### src/nir_pkg.sv
// shared types and constants for the value range index search block
package nir_pkg;

    localparam int DEPTH_DEF = 1024;

    localparam int VAL_W = 32;
    localparam int IDX_W = 11;
    localparam int POS_W = 10;
    localparam int OP_W  = 2;
    localparam int ST_W  = 2;

    // request tdata layout, lowest field first
    localparam int VAL_LSB  = 0;
    localparam int IDX_LSB  = VAL_LSB + VAL_W;
    localparam int LO_LSB   = IDX_LSB + IDX_W;
    localparam int HI_LSB   = LO_LSB + VAL_W;
    localparam int S_DATA_W = ((HI_LSB + VAL_W + 7) / 8) * 8;
    localparam int S_USER_W = OP_W;

    localparam int M_DATA_W = ((POS_W + 7) / 8) * 8;
    localparam int M_USER_W = ST_W;

    typedef enum logic [OP_W-1:0] {
        OP_LOAD  = 2'd0,
        OP_QUERY = 2'd1,
        OP_CLEAR = 2'd2
    } op_t;

    typedef enum logic [ST_W-1:0] {
        ST_DONE  = 2'd0,
        ST_FOUND = 2'd1,
        ST_NONE  = 2'd2,
        ST_FULL  = 2'd3
    } st_t;

    // controls broadcast to the cell chain
    typedef struct packed {
        logic                    shift;
        logic signed [VAL_W-1:0] tail;
    } chain_ctl_t;

endpackage

### src/nir_cell.sv
// one storage cell of the rotating value chain
module nir_cell
    import nir_pkg::*;
(
    input  logic                    aclk,
    input  logic                    shift,
    input  logic signed [VAL_W-1:0] d,
    output logic signed [VAL_W-1:0] q
);

    logic signed [VAL_W-1:0] value_reg;

    always_ff @(posedge aclk) begin
        if (shift) begin
            value_reg <= d;
        end
    end

    assign q = value_reg;

endmodule

### config.mk
export PLATFORM = sky130hd
export DESIGN_NAME = nir_cell
export DESIGN_NICKNAME = d
export VERILOG_FILES = /design/src/nir_pkg.sv /design/src/nir_cell.sv
export SDC_FILE = /design/constraint.sdc
export NUM_CORES = 1
export LEC_CHECK = 0
export BUFFER_PORTS_ARGS = -buffer_cell sky130_fd_sc_hd__buf_2
export CAP_MARGIN = 0
export CORE_UTILIZATION = 39
export DETAILED_ROUTE_END_ITERATION = 7
export PLACE_DENSITY = 0.72
export SYNTH_ARGS = -nofsm -noshare
export SYNTH_HDL_FRONTEND = slang
export SYNTH_SLANG_ARGS = --single-unit
### constraint.sdc
create_clock -name aclk -period 0.8 [get_ports aclk]
set_input_delay 0.24 -clock aclk [delete_from_list [all_inputs] [get_ports aclk]]
set_output_delay 0.24 -clock aclk [all_outputs]
set_load 0.01 [all_outputs]
==> flow_summary.ini, run 1 <==
[die]
die-height_um = 51.6
die_x_um = 51.6
fp-row-count = 17
io_pins = 66
core_area_um2 = 2280
start_util = 0.422
dieArea_um2 = 2670

[logic_synthesis]
syn_area_per_cell_um2 = 30.0
yosysUniqueCellTypes = 1
synth_top_cell_area_share = 1.00
netlist_area_um2 = 961
synth.largest_area_cell = edfxtp_1
ys_seq_area_frac = 1.00
netlist_instances = 32
syn-num-nets = 66
netlist_top_cells_area = edfxtp_1 100%
ys_ff_latch = 32
yosysWarnings = 0

[clocking]
clock_path_buffers = 2
htreeDepth = 2
cts_sinks = 32
cts_resized = 0
cts_root_buf = clkbuf_4
cts_made_buffers = 5
clkTransAtPathRegs_ns = 0.08
cts_tree = built

[drt]
wl_mm = 1.43
drtIter0Drc = 7
routed_via_density = 4.26
drcViolationCount = 0
vias = 575
firstDrtPassIters = 3
routedWlPerCell_um = 10.6
ant_nets = 0

[cells_and_area]
insertedDiodeCount = 0
area_growth_pct = 46.7
postLayoutCoreUtil = 0.620
postLayoutCellArea_um2 = 1410
nets = 140
largest_reg_flops = 32
drive_gt1_frac = 0.673
multi_input_gates = 0
fillers = 171
multi_input_area_um2 = 0

[placed_design]
dp_slack_ns = -0.0395
gp_congestion = 0.725
placed_area_um2 = 1360
place.port_buffers = 65

[critical_path]
worstSetupPathDepth = 1
path_class = register to output pin
critPathTopFamily = flip-flops
end_kind = output pin
cp_max_fo = 1
endpoint = q[26]
cpPeakStageDelay_ns = 0.38
cp_cell_sequence = buf_2
critical_path.slowest_cell = edfxtp_1
worst-path-buf-inv = 1
startpoint = q[26]
cp.required_ns = 0.56
crit_arrival_ns = 0.84
start_kind = register

[sta]
period_needed_ns = 1.08
hold_viol_final = 0
relSlewSlack = 0.936
finalSetupViolCount = 32
slew_violations = 0
whs_ns = 0.0959
fmax_mhz = 922
setup_slack_ns = -0.284
rsz0062_at_grt = yes
tightest_slew_ns = 0.0963
finalCritPeriodShare = 1.36

[worst_hold_path]
hp-class = input pin to register
min_from = d[13]
holdPathStages = 1

[power]
p_leak_nw = 0.615
p_per_area_nw_per_um2 = 2200
power.total_mw = 3.11
ir_drop_v = 0.00153

[global_routing]
grt_pass1_wl_mm = 2.08
grt_overflow = 0
antenna_found_initial = 0
grt_max_degree = 19
grt_pass1_vias = 544
grt_usage = 0.120

[outcome]
outcome = finished, violations left
violations = setup timing

[run]
drv_cap = 0
==> layer usage <==
metal	GRT usage	wire length, um	share of wire
met1	0.115	484	0.34
met2	0.193	729	0.51
met3	0.0789	181	0.13
met4	0.0676	37	0.026
met5	0	0	0
==> synth_stat cells <==
master / number
edfxtp_1: 32
==> report_power, final <==
group	total (mW)	switching [mW]	internal (mW)	leakage [nW]
Clock	0.772	0.435	0.337	0.0269
Sequential	2.02	0.0282	1.99	0.313
Combinational	0.316	0.158	0.157	0.275
==> worst min path at each step <==
stage | endpoint | slack [ns]
after global placement | q[10] | 0.42
after global routing | q[13] | 0.07
after detailed placement | q[18] | 0.42
after floorplan | q[0] | 0.34
after CTS | q[13] | 0.09
final | q[13] | 0.1
==> logic make-up after synthesis <==
| group | Yosys count | synth area share |
|---|---|---|
| flip-flops | 32 | 1.00 |
==> final cells by class <==
| cell class | instances | area (um2) | share of cell area |
|---|---|---|---|
| flip-flops and latches | 32 | 961 | 0.681 |
| well taps | 28 | 35.0 | 0.0248 |
| clock buffers | 7 | 45.0 | 0.0319 |
| clock inverters | 1 | 3.75 | 0.00266 |
| repair buffers | 67 | 365 | 0.259 |
==> per-stage QoR <==
| stage | setup TNS [ns] | cells |
|---|---|---|
| floorplan | 0 | 32 |
| global placement | -0.915 | 127 |
| detailed placement | -1.02 | 127 |
| CTS | -8.73 | 135 |
| global route | -9.87 | 135 |
| finish | -8.18 | 135 |
==> timing repair <==
| item | in CTS | in global routing |
|---|---|---|
| cloned | 0 | 0 |
| setup endpoints to repair | 32 | 32 |
| hold buffers | 0 | 0 |
| setup buffers | 0 | 0 |
==> placed cells by master, fill, tap and decap left out, drive strengths merged <==
master,count
buf,67
clkbuf,7
clkinv,1
edfxtp,32
Note: power is estimated with default switching activity, not from simulation.
==> run 2: changes to the inputs <==
- BUFFER_PORTS_ARGS: -buffer_cell sky130_fd_sc_hd__buf_2 -> -buffer_cell sky130_fd_sc_hd__buf_4
- CELL_PAD_IN_SITES_DETAIL_PLACEMENT: not set -> 0
- CELL_PAD_IN_SITES_GLOBAL_PLACEMENT: not set -> 1
- CORE_ASPECT_RATIO: not set -> 0.75
- CORE_UTILIZATION: 39 -> 31
==> run 2 against run 1 <==
  * The flow still finishes with violations (setup timing)
  * Maximum frequency increased by 4.8%
  * Non-clock buffer count increased by 1
  * Sequential share of layout area decreased by 12 points
  * Worst hold slack improved by 0.051 ns
  * Critical path type unchanged
  * Largest power group unchanged
==> flow_summary.ini, run 2 (synthesis gave the netlist of run 1 again) <==
[outcome]
outcome = finished, violations left
violations = setup timing

[cells_and_area]
nets = 141
multi_input_gates = 0
seqCellArea_um2 = 961
largest_reg_flops = 32
drive_gt1_frac = 0.682
final_common_cell = buf_4
area_growth_pct = 79.0
fillers = 227
insertedDiodeCount = 0
most-common-layout-cells = 37 x buf_4, 32 x edfxtp_1, 30 x buf_6
multi_input_area_um2 = 0

[critical_path]
end_kind = output pin
crit_arrival_ns = 0.79
start_kind = register
cp.required_ns = 0.56
worstSetupPathDepth = 1
critical_path.slowest_cell = edfxtp_1
cp_max_fo = 1
worst-path-buf-inv = 1
path_class = register to output pin
startpoint = q[18]
critPathTopFamily = flip-flops
endpoint = q[18]
cp_cell_sequence = buf_6
cpPeakStageDelay_ns = 0.39

[clocking]
cts_made_buffers = 5
htreeDepth = 2
cts_sinks = 32
clock_path_buffers = 2
cts_setup_buffers = 0
clkTransAtPathRegs_ns = 0.06
cts_tree = built
cts_resized = 17
hold_buffers = 0
cts_root_buf = clkbuf_8

[sta]
slew_violations = 0
period_needed_ns = 1.03
finalSetupViolCount = 32
fmax_mhz = 967
tightest_slew_ns = 0.112
finalCritPeriodShare = 1.29
whs_ns = 0.147
setup_slack_ns = -0.235
hold_viol_final = 0
relSlewSlack = 0.925
rsz0062_at_grt = yes

[die]
dieArea_um2 = 3330
io_pins = 66
die-height_um = 50.2
start_util = 0.327
fp-row-count = 17
die_x_um = 66.3
core_area_um2 = 2940

[drt]
drtIter0Drc = 9
firstDrtPassIters = 4
vias = 569
wl_mm = 1.78
routed_via_density = 3.92
routedWlPerCell_um = 12.3
drcViolationCount = 0
ant_nets = 0

[global_routing]
grt_max_degree = 22
antenna_found_initial = 0
grt_overflow = 0
grt_usage = 0.117
grt_pass1_vias = 586
grt_pass1_wl_mm = 2.63

[power]
ir_drop_v = 0.00189
p_leak_nw = 0.721
p_per_area_nw_per_um2 = 2100
power.total_mw = 3.61

[placed_design]
place.port_buffers = 65
gp_congestion = 0.628

[run]
drv_cap = 0

[worst_hold_path]
hp-class = input pin to register
-- run 2: per-stage QoR --
| step | TNS, ns | instances | area [um2] | worst slack, ns | util |
|---|---|---|---|---|---|
| floorplan | 0 | 32 | 961 | 0.166 | - |
| global placement | -0.209 | 138 | 1530 | -0.0105 | 0.522 |
| detailed placement | -0.328 | 138 | 1530 | -0.0137 | 0.522 |
| CTS | -7.36 | 145 | 1670 | -0.252 | 0.569 |
| global route | -8.07 | 145 | 1720 | -0.284 | 0.586 |
| finish | -6.99 | 145 | 1720 | -0.235 | 0.586 |
-- run 2: worst min path at each step --
| stage | startpoint | endpoint | slack, ns | depth (start not counted) |
|---|---|---|---|---|
| global route | d[2] | q[2] | 0.13 | 1 |
| CTS | d[16] | q[16] | 0.14 | 1 |
| floorplan | d[0] | q[0] | 0.34 | 0 |
| global placement | d[30] | q[30] | 0.42 | 1 |
| detailed placement | d[30] | q[30] | 0.42 | 1 |
| finish | d[17] | q[17] | 0.15 | 1 |
-- run 2: per-layer routing --
metal  track usage  routed length, um  up-vias
li1              -                  -      277
met1         0.117                565      255
met2         0.172                907       35
met3         0.105                296        2
met4        0.0426                  9        0
met5             0                  0        -
-- run 2: report_power, final --
part	internal, mW	leakage [nW]	switching (mW)
clock	0.572	0.0391	0.489
combinational	0.333	0.369	0.164
sequential	2.00	0.313	0.0570
total	2.90	0.721	0.711
-- run 2: layout make-up --
| class | count | area share |
|---|---|---|
| clock buffers | 5 | 0.0400 |
| clock inverters | 2 | 0.00436 |
| flip-flops and latches | 32 | 0.559 |
| well taps | 38 | 0.0276 |
| repair buffers | 68 | 0.369 |
