--- src/nir_pkg.sv ---
// shared types and constants for the value range index search block
package nir_pkg;

    localparam int DEPTH_DEF = 1024;

    localparam int VAL_W = 32;
    localparam int IDX_W = 11;
    localparam int POS_W = 10;
    localparam int OP_W  = 2;
    localparam int ST_W  = 2;

    // request tdata layout, lowest field first
    localparam int VAL_LSB  = 0;
    localparam int IDX_LSB  = VAL_LSB + VAL_W;
    localparam int LO_LSB   = IDX_LSB + IDX_W;
    localparam int HI_LSB   = LO_LSB + VAL_W;
    localparam int S_DATA_W = ((HI_LSB + VAL_W + 7) / 8) * 8;
    localparam int S_USER_W = OP_W;

    localparam int M_DATA_W = ((POS_W + 7) / 8) * 8;
    localparam int M_USER_W = ST_W;

    typedef enum logic [OP_W-1:0] {
        OP_LOAD  = 2'd0,
        OP_QUERY = 2'd1,
        OP_CLEAR = 2'd2
    } op_t;

    typedef enum logic [ST_W-1:0] {
        ST_DONE  = 2'd0,
        ST_FOUND = 2'd1,
        ST_NONE  = 2'd2,
        ST_FULL  = 2'd3
    } st_t;

    // controls broadcast to the cell chain
    typedef struct packed {
        logic                    shift;
        logic signed [VAL_W-1:0] tail;
    } chain_ctl_t;

endpackage

--- src/nir_ctrl.sv ---
// sequencer: rotates the chain to the wanted position, appends, scans, holds the result
module nir_ctrl
    import nir_pkg::*;
#(
    parameter int DEPTH = DEPTH_DEF
) (
    input  logic                    aclk,
    input  logic                    aresetn,
    input  logic                    in_valid,
    output logic                    in_ready,
    input  op_t                     in_op,
    input  logic signed [VAL_W-1:0] in_value,
    input  logic [IDX_W-1:0]        in_start,
    input  logic signed [VAL_W-1:0] in_low,
    input  logic signed [VAL_W-1:0] in_high,
    input  logic signed [VAL_W-1:0] head_value,
    output chain_ctl_t              chain_ctl,
    output logic                    out_valid,
    input  logic                    out_ready,
    output st_t                     out_status,
    output logic [POS_W-1:0]        out_pos
);

    localparam int AW = (DEPTH > 1) ? $clog2(DEPTH) : 1;
    localparam int CW = $clog2(DEPTH + 1);
    localparam int WW = (CW > IDX_W) ? CW : IDX_W;

    typedef enum logic [1:0] {
        S_IDLE = 2'b01,
        S_RUN  = 2'b10
    } state_t;

    state_t                  state_reg, state_next;
    logic                    scan_reg, scan_next;
    logic [AW-1:0]           head_reg, head_next;
    logic [CW-1:0]           count_reg, count_next;
    logic                    out_valid_reg;
    st_t                     out_status_reg;
    logic [POS_W-1:0]        out_pos_reg;

    op_t                     op_reg;
    logic signed [VAL_W-1:0] val_reg;
    logic [IDX_W-1:0]        start_reg;
    logic signed [VAL_W-1:0] lo_reg;
    logic signed [VAL_W-1:0] hi_reg;

    logic [WW-1:0]           head_w, start_w, count_w;
    logic [CW-1:0]           head_inc;
    logic [AW-1:0]           head_wrap;
    logic                    full, at_tail, bad_query, at_start, hit, last_pos, out_free;
    logic                    res_ready;
    st_t                     res_status;
    logic [POS_W-1:0]        res_pos;
    logic                    accept;

    assign in_ready = (state_reg == S_IDLE);
    assign accept   = in_valid && in_ready;
    assign out_free = !out_valid_reg || out_ready;

    assign head_w    = WW'(head_reg);
    assign start_w   = WW'(start_reg);
    assign count_w   = WW'(count_reg);
    assign head_inc  = CW'(head_reg) + CW'(1);
    assign head_wrap = (head_reg == AW'(DEPTH - 1)) ? '0 : head_reg + AW'(1);

    assign full      = (count_reg == CW'(DEPTH));
    assign at_tail   = (head_w == count_w);
    assign bad_query = (lo_reg > hi_reg) || (start_w >= count_w);
    assign at_start  = (head_w == start_w);
    assign hit       = (head_value >= lo_reg) && (head_value <= hi_reg);
    assign last_pos  = (head_inc == count_reg);

    always_comb begin
        state_next      = state_reg;
        scan_next       = scan_reg;
        head_next       = head_reg;
        count_next      = count_reg;
        chain_ctl.shift = 1'b0;
        chain_ctl.tail  = head_value;
        res_ready       = 1'b0;
        res_status      = ST_DONE;
        res_pos         = '0;

        unique case (state_reg)
            S_IDLE: begin
                if (accept) begin
                    state_next = S_RUN;
                    scan_next  = 1'b0;
                end
            end
            S_RUN: begin
                unique case (op_reg)
                    OP_LOAD: begin
                        if (full) begin
                            res_ready  = 1'b1;
                            res_status = ST_FULL;
                        end else if (at_tail) begin
                            res_ready = 1'b1;
                            // head cell moves to the far end, replaced by the new value
                            if (out_free) begin
                                chain_ctl.shift = 1'b1;
                                chain_ctl.tail  = val_reg;
                                head_next       = head_wrap;
                                count_next      = count_reg + CW'(1);
                            end
                        end else begin
                            chain_ctl.shift = 1'b1;
                            head_next       = head_wrap;
                        end
                    end
                    OP_QUERY: begin
                        if (bad_query) begin
                            res_ready  = 1'b1;
                            res_status = ST_NONE;
                        end else if (scan_reg || at_start) begin
                            if (hit) begin
                                res_ready  = 1'b1;
                                res_status = ST_FOUND;
                                res_pos    = head_w[POS_W-1:0];
                            end else if (last_pos) begin
                                res_ready  = 1'b1;
                                res_status = ST_NONE;
                            end else begin
                                chain_ctl.shift = 1'b1;
                                head_next       = head_wrap;
                                scan_next       = 1'b1;
                            end
                        end else begin
                            chain_ctl.shift = 1'b1;
                            head_next       = head_wrap;
                        end
                    end
                    OP_CLEAR: begin
                        res_ready = 1'b1;
                        if (out_free) begin
                            count_next = '0;
                        end
                    end
                    default: begin
                        res_ready = 1'b1;
                    end
                endcase
                if (res_ready && out_free) begin
                    state_next = S_IDLE;
                    scan_next  = 1'b0;
                end
            end
            default: begin
                state_next = S_IDLE;
            end
        endcase
    end

    always_ff @(posedge aclk) begin
        if (!aresetn) begin
            state_reg     <= S_IDLE;
            scan_reg      <= 1'b0;
            head_reg      <= '0;
            count_reg     <= '0;
            out_valid_reg <= 1'b0;
        end else begin
            state_reg <= state_next;
            scan_reg  <= scan_next;
            head_reg  <= head_next;
            count_reg <= count_next;
            if (res_ready && out_free) begin
                out_valid_reg <= 1'b1;
            end else if (out_ready) begin
                out_valid_reg <= 1'b0;
            end
        end
    end

    always_ff @(posedge aclk) begin
        if (accept) begin
            op_reg    <= in_op;
            val_reg   <= in_value;
            start_reg <= in_start;
            lo_reg    <= in_low;
            hi_reg    <= in_high;
        end
        if (res_ready && out_free) begin
            out_status_reg <= res_status;
            out_pos_reg    <= res_pos;
        end
    end

    assign out_valid  = out_valid_reg;
    assign out_status = out_status_reg;
    assign out_pos    = out_pos_reg;

endmodule

--- config.mk ---
export PLATFORM = sky130hd
export DESIGN_NAME = nir_ctrl
export DESIGN_NICKNAME = d
export VERILOG_FILES = /design/src/nir_pkg.sv /design/src/nir_ctrl.sv
export SDC_FILE = /design/constraint.sdc
export NUM_CORES = 1
export LEC_CHECK = 0
export ABC_AREA = 0
export BUFFER_PORTS_ARGS = -buffer_cell sky130_fd_sc_hd__buf_4
export CAP_MARGIN = 20
export CORE_MARGIN = 2
export CORE_UTILIZATION = 40
export DETAILED_ROUTE_END_ITERATION = 8
export MAX_ROUTING_LAYER = met4
export PLACE_DENSITY = 0.65
export SETUP_SLACK_MARGIN = 0.2
export SYNTH_ARGS = -nofsm -noshare
export SYNTH_HDL_FRONTEND = slang
export SYNTH_SLANG_ARGS = --single-unit
--- constraint.sdc ---
create_clock -name aclk -period 6.1 [get_ports aclk]
set_input_delay 0 -clock aclk [delete_from_list [all_inputs] [get_ports aclk]]
set_output_delay 0 -clock aclk [all_outputs]
set_load 0.02 [all_outputs]
==> implementation parameters <==
Parameter                              Value

Drt
  Number of nets with antenna violations after detailed routing ... 0
  Total wire length after detailed routing ... 22,100 µm
  Wirelength per Cell ... 16.5 µm
  Via-to-Cell Ratio ... 5.04
  First-pass iteration count of the detailed router ... 5
  First DRT Iteration DRCs ... 290
  Drt drc ... 0
  Number of vias in the routed layout ... 6,770

Placement
  Placed standard-cell area ... 0.0102 mm²
  Half-perimeter wire length after placement ... 16,100 µm
  Global placer's final weighted congestion ... 0.893
  Input/output buffers ... 191
  Pre-CTS setup slack ... 2.77 ns

Synthesis
  Area share of the largest cell type after synthesis ... 42.8%
  Netlist area before placement ... 0.00849 mm²
  Number of storage elements in the synthesis netlist ... 146
  Synth Area in XOR/XNOR ... 3.18%
  Mux share of post-synthesis cell area ... 4.71%
  Basic-gate share of the synthesized area counting and, or, nand and nor cells ... 11.9%
  Number of synthesized flops with an enable pin ... 121
  Top cells by area, synth ... edfxtp_1 (43%), ha_1 (16%), dfxtp_1 (5.9%), mux2_2 (4.2%), inv_1 (3.8%)
  Synthesized-area fraction occupied by ao, oa, aoi and oai cells ... 10.6%
  Adder-cell share of the synthesized area ... 16.2%
  Mapped Nets ... 1,000
  Fraction of the yosys area taken by sequential cells ... 48.7%
  Yosys cell types ... 66
  Largest area contributor in the synthesized netlist ... edfxtp_1
  Instance count of the mapped netlist ... 745
  Combinational family with the most area after synthesis ... adder cells
  Main synth FF type ... edfxtp_1
  Async SR Flop Fraction ... 0%
  Yosys Warn Count ... 0
  Avg Cell Area, Syn ... 11.4 µm²

Clock network
  H-tree Lvls ... 4
  Number of buffers on the longest clock path ... 2
  Root cell of the clock tree ... clkbuf_16
  CTS resizes ... 0
  Clock tree from TritonCTS ... yes
  Worst-skew pair later-pin latency ... 0.44 ns
  # clock sinks ... 146
  Clock slew at reported path FFs ... 0.06 ns
  TritonCTS Buffers ... 17

Floorplan
  Total Die Area ... 0.0224 mm²
  DIE HEIGHT ... 150 µm
  FP Rows ... 53
  Placeable core area ... 0.0210 mm²
  Top-level I/O count ... 192
  Die width ... 150 µm
  Starting utilization of the core area ... 40.5%

Timing
  Post-layout min period ... 3.77 ns
  Post-route worst hold slack ... 0.0278 ns
  Fmax ... 265 MHz
  Final Hold Violating Endpoints ... 0
  Number of endpoints failing setup at the final stage ... 0
  Max Transition Viols Final ... 0
  Max Clock Skew ... 0.0168 ns
  Unrepaired setup endpoints after global routing ... no
  Post-Route Setup TNS ... 0 ns
  Final worst-path cycle share ... 61.9%
  Worst rel slew slack ... 46.0%
  Post-route setup slack ... 2.33 ns
  Pin slew with the least headroom to its limit ... 0.810 ns

Power
  Power per cell area ... 229 mW/mm²
  Worst supply voltage drop on vdd ... 0.190 mV
  Final total power ... 0.00275 W
  Leak ... 5.15 nW

Critical path
  Worst Path Max Fanout ... 14
  Setup slack of the most critical reg-to-reg path ... 2.33 ns
  Worst reg2reg path startpoint ... lo_reg[17]
  Reg-to-reg endpoint ... out_valid
  Category of the worst setup path launch point ... register
  Worst EP arrival ... 4.14 ns
  Type of destination of the critical path ... register
  CP Data Required Time ... 6.47 ns
  Reg2Reg Depth ... 12
  Worst setup path category ... register to register

Cells and area
  Final Instance Area ... 0.0120 mm²
  Layout cells sized above 1 ... 25.2%
  Count of nets after finishing ... 1,309
  Area Growth Syn to Fin ... 41.2%

Worst hold path
  Hold Path Cell Cnt ... 3
  Hold Crit Class ... input port to register
  Worst Hold End ... state_reg[1]
  Start point of the worst min-delay path ... in_valid

GRT
  Global-route wire length before repair ... 34,900 µm
  Pin count of the biggest net entering global routing ... 66
  Initial antenna violation count ... 1
  Via count of the first global-routing pass ... 6,938
  Total congestion overflow ... 0
  Combined global-route utilization of all metal layers ... 20.8%

Job
  Number of maximum-capacitance constraint violations ... 0

Status
  Status ... finished clean
## synthesized netlist by cell type, drive strengths merged (3+ instances only)
master and n:
edfxtp 121, ha 110, inv 85, a21oi 53, nand2 40, mux2 32, nor2 31, dfxtp 25
o21ai 24, nand4 20, nand3 18, xnor2 15, xor2 15, and2 14, nand2b 12, buf 10
nor3 10, nor4 10, a21o 9, and3 7, and4 7, nor2b 7, clkbuf 6, o211ai 5
a22o 4, mux2i 4, or3 4, a211o 3, a211oi 3, a21boi 3, a221o 3, a221oi 3
a31oi 3, a41oi 3
## cell type report
cell class	instances	area [µm²]
tap	275	344
antenna	1	2.50
sequential	146	4130
multi-input combinational	498	3960
timing repair buffer	306	2590
fill	1753	8960
inverter	85	322
clock inverter	13	208
clock buffer	19	433
## per-stage QoR
| stage | std cells | util, % |
|---|---|---|
| after global routing | 1343 | 57.2 |
| after CTS | 1340 | 57.1 |
| after detailed placement | 1196 | 48.7 |
| after floorplan | 745 | - |
| final | 1343 | 57.2 |
| after global placement | 1196 | 48.7 |
## per-layer routing
metal  GRT usage [%]  up-vias  routed length (µm)
met5               -        -                   0
met4            7.50        0                 465
met3            3.87       32                1130
met2            34.5      199               10700
met1            25.5     3164                9770
li1                -     3375                   -
## critical path, cell delays in order (launching register included)
cell           delay [ns]
edfxtp_1             0.40
inv_1                0.07
ha_1                 0.23
a21o_1               0.18
a221o_1              0.36
a221oi_1             0.49
a21oi_1              0.13
a41o_1               0.25
and3_1               0.22
nor2_1               0.12
o311a_1              0.54
o21a_1               0.18
dlygate4sd3_1        0.53
## repair_timing
item	in CTS	in global routing
hold buffers	112	0
buffers inserted	0	0
hold endpoints to repair	119	0
## worst max-delay path by stage
| stage | start | endpoint | slack, ns |
|---|---|---|---|
| finish | lo_reg[17] | out_valid | 2.33 |
| global route | lo_reg[29] | out_valid | 2.05 |
| CTS | hi_reg[19] | out_valid | 2.36 |
| detailed placement | lo_reg[31] | out_pos[6] | 2.77 |
| global placement | lo_reg[31] | out_pos[5] | 2.79 |
| floorplan | state_reg[0] | hi_reg[0] | 2.65 |
## where the power goes
part           switching, W  internal (W)  total [W]
sequential        0.0000241       0.00115    0.00117
clock              0.000421      0.000726    0.00115
combinational      0.000209      0.000219   0.000428
## layout by cell type, fill, tap and decap left out, drive strengths merged, types with 3 or more instances in the layout
cell / count
a21o: 9
o21ai: 24
a221oi: 3
nor3: 10
a22o: 4
nand2: 40
a21oi: 53
a31oi: 3
a211oi: 3
nand3: 18
xnor2: 15
nor2b: 7
bufinv: 5
or3: 4
a41oi: 3
dlygate4sd3: 112
nor4: 10
nor2: 31
o211ai: 5
a221o: 3
and2: 14
buf: 194
a211o: 3
and4: 7
mux2: 32
clkinv: 3
clkbuf: 19
nand4: 20
xor2: 15
ha: 110
and3: 7
inv: 87
mux2i: 4
edfxtp: 121
a21boi: 3
dfxtp: 25
clkinvlp: 3
nand2b: 12
## logic make-up after synthesis
group | after synthesis
AOI/OAI and AO/OA | 135
xor gates and xnor gates | 30
adders and majority gates | 110
buffers and inverters | 101
DFF | 146
muxes | 36
and+or+nand+nor | 187
Power figures use the tool's default switching activity.
